## config.mk

```make
export PLATFORM = sky130hd
export DESIGN_NAME = srs_ram
export DESIGN_NICKNAME = d
export VERILOG_FILES = /design/src/design/srs_ram.sv
export SDC_FILE = /design/constraint.sdc
export NUM_CORES = 1
export LEC_CHECK = 0
export BUFFER_PORTS_ARGS = -buffer_cell sky130_fd_sc_hd__buf_2
export CAP_MARGIN = 40
export CORE_ASPECT_RATIO = 1.2
export CORE_MARGIN = 10
export CORE_UTILIZATION = 35
export DETAILED_ROUTE_END_ITERATION = 8
export GPL_ROUTABILITY_DRIVEN = 0
export PLACE_DENSITY = 0.57
export SLEW_MARGIN = 40
export SYNTH_ARGS = -nofsm -noshare
export SYNTH_HDL_FRONTEND = slang
export SYNTH_SLANG_ARGS = --single-unit
```

## constraint.sdc

```tcl
create_clock -name clk -period 10.8 [get_ports clk]
set_input_delay 2.16 -clock clk [delete_from_list [all_inputs] [get_ports clk]]
set_output_delay 2.16 -clock clk [all_outputs]
set_load 0.005 [all_outputs]
```

## src/design/srs_ram.sv

```systemverilog
// Generic single-port synchronous RAM with registered read data.
// No dependencies.
module srs_ram #(
  parameter int Aw = 4,
  parameter int Dw = 64
) (
  input  logic          clk,
  input  logic          we,
  input  logic [Aw-1:0] addr,
  input  logic [Dw-1:0] wdata,
  output logic [Dw-1:0] rdata
);
  logic [Dw-1:0] mem [2**Aw];
  always_ff @(posedge clk) begin
    if (we) mem[addr] <= wdata;
    rdata <= mem[addr];
  end
endmodule

```

==> flow_summary.yaml <==
status:
  outcome: "finished clean"
setup_path:
  critPathCaptureType: "register"
  timing.critical_path.fanout_max: 63
  worst_setup_path_endpoint: "mem[11][41]"
  cp.required_ns: 11.08
  regToRegStartpoint: "mem[11][45]"
  worstReg2RegEnd: "rdata[45]"
  ff2ff_setup_slack_ns: 9.33
  cp_top_family: "buffers and inverters"
  cpMaxStageDelayCell: "sky130_fd_sc_hd__buf_6"
  worst_path_largest_cell_delay_ns: 0.65
  r2r.worst_path.cells: 3
  timing.setup.critical_path_class: "input port to register"
  crit_path_cell_trace: "buf_8 -> buf_16 -> buf_4 -> nand2_1 -> nor2_4 -> buf_6"
  worst_ep_arrival_time_ns: 5.46
  cp_depth: 6
  setup.worst_path.start: "addr[1]"
  path_buf_inv: 4
  setup.worst_path.start_class: "input port"
sta:
  rsz0062_at_grt: "false"
  finClkSkew_ns: 0.04404
  finalCriticalPeriod_ns: 5.183
  fmax_ghz: 0.1929
  timing.max_slew.rel_slack: 0.4340
  worst_tran_pin_value_ns: 0.8489
  setup_violations: 0
  setup_ws_ns: 5.617
  final-max-slew-violation-count: 0
  min_period_over_period: 0.4799
  timing_hold_violations_final: 0
  finalSetupTns_ns: 0
global_route:
  gr-usage-all-layers: 0.1470
  grt_antenna_before_repair: 29
  largest_net_degree_at_the_start_of_global_routing: 66
  wire_length_of_the_first_global_routing_pass_um: 137000
  grt_pass1_vias: 19260
  grt.overflow.total: 0
clock_tree:
  cts_hold_buf: 0
  cts-root-to-sink-buffers: 3
  cts-buffers-inserted: 105
  htree_num_levels: 3
  cts_tree: "yes"
  clock-sinks: 1088
  clk_pin_slew_ns: 0.06
  clock_insertion_delay_worst_skew_ns: 0.69
  cts_setup_buffers: 0
  cts-root-buf: "sky130_fd_sc_hd__clkbuf_16"
  cts.repair.resized: 0
synthesis:
  synth_top_area_frac: 0.7781
  synth.avg_cell_area_um2: 23.98
  number_of_register_bits_inferred_by_synthesis: 1088
  synth_sequential_area_ratio: 0.8105
  synth.lib_cells_used.distinct: 18
  mappedNetlistArea_mm2: 0.03952
  post-synth-top-area-cell: "sky130_fd_sc_hd__edfxtp_1"
  syn-num-nets: 1718
  cells_after_synth: 1648
  yosysWarningCount: 0
  synth_area_leaders: "sky130_fd_sc_hd__edfxtp_1 78%, sky130_fd_sc_hd__mux4_2 15%, sky130_fd_sc_hd__dfxtp_1 3.2%"
place:
  dp_hpwl_um: 49440
  place.port_buffers: 133
  placement.setup.worst_slack_ns: 4.893
  placed_cells_incl_taps: 3246
routing:
  drt-met1-wl_um: 38340
  drt_drc_violations_left: 0
  vias: 17801
  met3_layer_wire_length_in_the_routed_design_um: 5077
  average_via_count_per_standard_cell: 5.160
  dr.first_iter.drc_count: 1517
  detailedRoute.firstPassIterationCount: 5
  detail_route.wirelength_um: 93620
  final_antenna_net_count: 0
  route.top_layer_used: "met5"
  route.detailed.wl_per_inst_um: 27.14
  met2RoutedLength_um: 48240
floorplanning:
  top_level_ports: 134
  floorplan.die.width_um: 326.7
  area_of_the_die_mm2: 0.1268
  start_util: 0.3513
  fp.coreArea_mm2: 0.1125
  dieHeight_um: 388.1
  core.rowCount: 135
layout:
  nets: 1918
  num-fill-cells: 9891
  final-seq-area_mm2: 0.03203
  fin_cells: 3450
  layout_cells_sized_above_1: 0.3125
  synthToLayoutAreaGrowth_pct: 15.82
  multi_input_comb_area_mm2: 0.007234
job:
  max-cap-violations: 0
worst_hold_path:
  min-delay-path-class: "register to register"
pwr:
  power_density_mw_per_mm2: 190.6
  p_leak_nw: 14.47
  power.ir.vdd_worst_mv: 0.1182
  total_power_mw: 8.723
==> cells by family after synthesis <==
logic type             Yosys count  synth area share
flip-flops                    1088            0.8105
AND/OR/NAND/NOR                 91          0.009435
buffers and inverters           85          0.009815
multiplexers                   256            0.1459
AO/OA/AOI/OAI                  128           0.02432
==> cell usage in the layout, fill, tap and decap left out <==
cell	netlist	final
sky130_fd_sc_hd__buf_6	1	14
sky130_fd_sc_hd__edfxtp_1	1024	1024
sky130_fd_sc_hd__clkbuf_8	0	12
sky130_fd_sc_hd__nor3_2	0	4
sky130_fd_sc_hd__bufinv_16	0	6
sky130_fd_sc_hd__mux4_2	256	256
sky130_fd_sc_hd__nand2_1	65	65
sky130_fd_sc_hd__buf_2	28	131
sky130_fd_sc_hd__and2_4	0	1
sky130_fd_sc_hd__clkbuf_16	0	105
sky130_fd_sc_hd__clkinv_2	0	18
sky130_fd_sc_hd__a22oi_1	128	128
sky130_fd_sc_hd__buf_12	0	1
sky130_fd_sc_hd__clkinv_4	0	1
sky130_fd_sc_hd__clkinvlp_4	0	4
sky130_fd_sc_hd__inv_6	0	3
sky130_fd_sc_hd__buf_16	0	6
sky130_fd_sc_hd__nand3b_1	2	2
sky130_fd_sc_hd__nor2b_4	0	2
sky130_fd_sc_hd__dfxtp_1	64	64
sky130_fd_sc_hd__nand2b_1	2	2
sky130_fd_sc_hd__nor2_4	0	13
sky130_fd_sc_hd__clkinv_1	0	20
sky130_fd_sc_hd__buf_8	0	8
sky130_fd_sc_hd__diode_2	0	7
sky130_fd_sc_hd__clkbuf_1	37	25
sky130_fd_sc_hd__clkinv_16	0	2
sky130_fd_sc_hd__buf_4	7	17
sky130_fd_sc_hd__nand3_1	1	1
sky130_fd_sc_hd__or3b_2	1	1
==> flip-flops by register name, summed over array words and instances, names as in the netlist <==
signal  flops
mem      1024
rdata      64
==> worst min path at each step <==
stage | endpoint | depth (start not counted) | from
2_1_floorplan | rdata[0] | 3 | mem[14][0]
3_3_place_gp | rdata[27] | 3 | mem[15][27]
3_5_place_dp | rdata[19] | 3 | mem[14][19]
4_1_cts | rdata[34] | 3 | mem[14][34]
5_1_grt | rdata[27] | 3 | mem[15][27]
6_report | rdata[34] | 3 | mem[14][34]
==> report_power, final <==
part           internal [mW]  switching (mW)
Combinational          0.166           0.243
Clock                   2.01            1.55
Sequential              4.72          0.0340
Total                   6.90            1.83
==> synth_stat cells, drive strengths merged <==
cell / count
nand2b: 2
nand3b: 2
mux4: 256
nand2: 65
edfxtp: 1024
nor3: 4
a22oi: 128
or3b: 1
nor2b: 2
and2: 1
dfxtp: 64
nor2: 13
buf: 48
clkbuf: 37
nand3: 1
==> layout make-up <==
cell class,instances,area share
Sequential cell,1088,0.6998
Clock buffer,141,0.06276
Multi-Input combinational cell,475,0.1581
Antenna cell,7,0.0003827
Tap cell,1507,0.04120
Timing Repair Buffer,178,0.02753
Clock inverter,54,0.01028
==> stage by stage <==
| stage | instance area (um2) | util | hold WS, ns |
|---|---|---|---|
| 2_1_floorplan | 39520 | - | 0.6349 |
| 3_3_place_gp | 42090 | 0.3742 | 0.6582 |
| 3_5_place_dp | 42350 | 0.3765 | 0.6614 |
| 4_1_cts | 45690 | 0.4062 | 0.6532 |
| 5_1_grt | 45760 | 0.4068 | 0.6998 |
| 6_report | 45770 | 0.4069 | 0.6469 |
==> tightest hold or removal path: cells and delay by family, from the launching register on <==
family             cells  cell delay (ns)
DFF                    1             0.31
AOI/OAI and AO/OA      1             0.06
and+or+nand+nor        1             0.06
muxes                  1             0.22
==> layer usage <==
metal  vias to the layer above  global-route usage
li1                       7469                   -
met1                      9668              0.1868
met2                       493              0.2532
met3                       155             0.03027
met4                        16             0.04054
met5                         -                   0
Note: power is estimated with default switching activity, not from simulation.
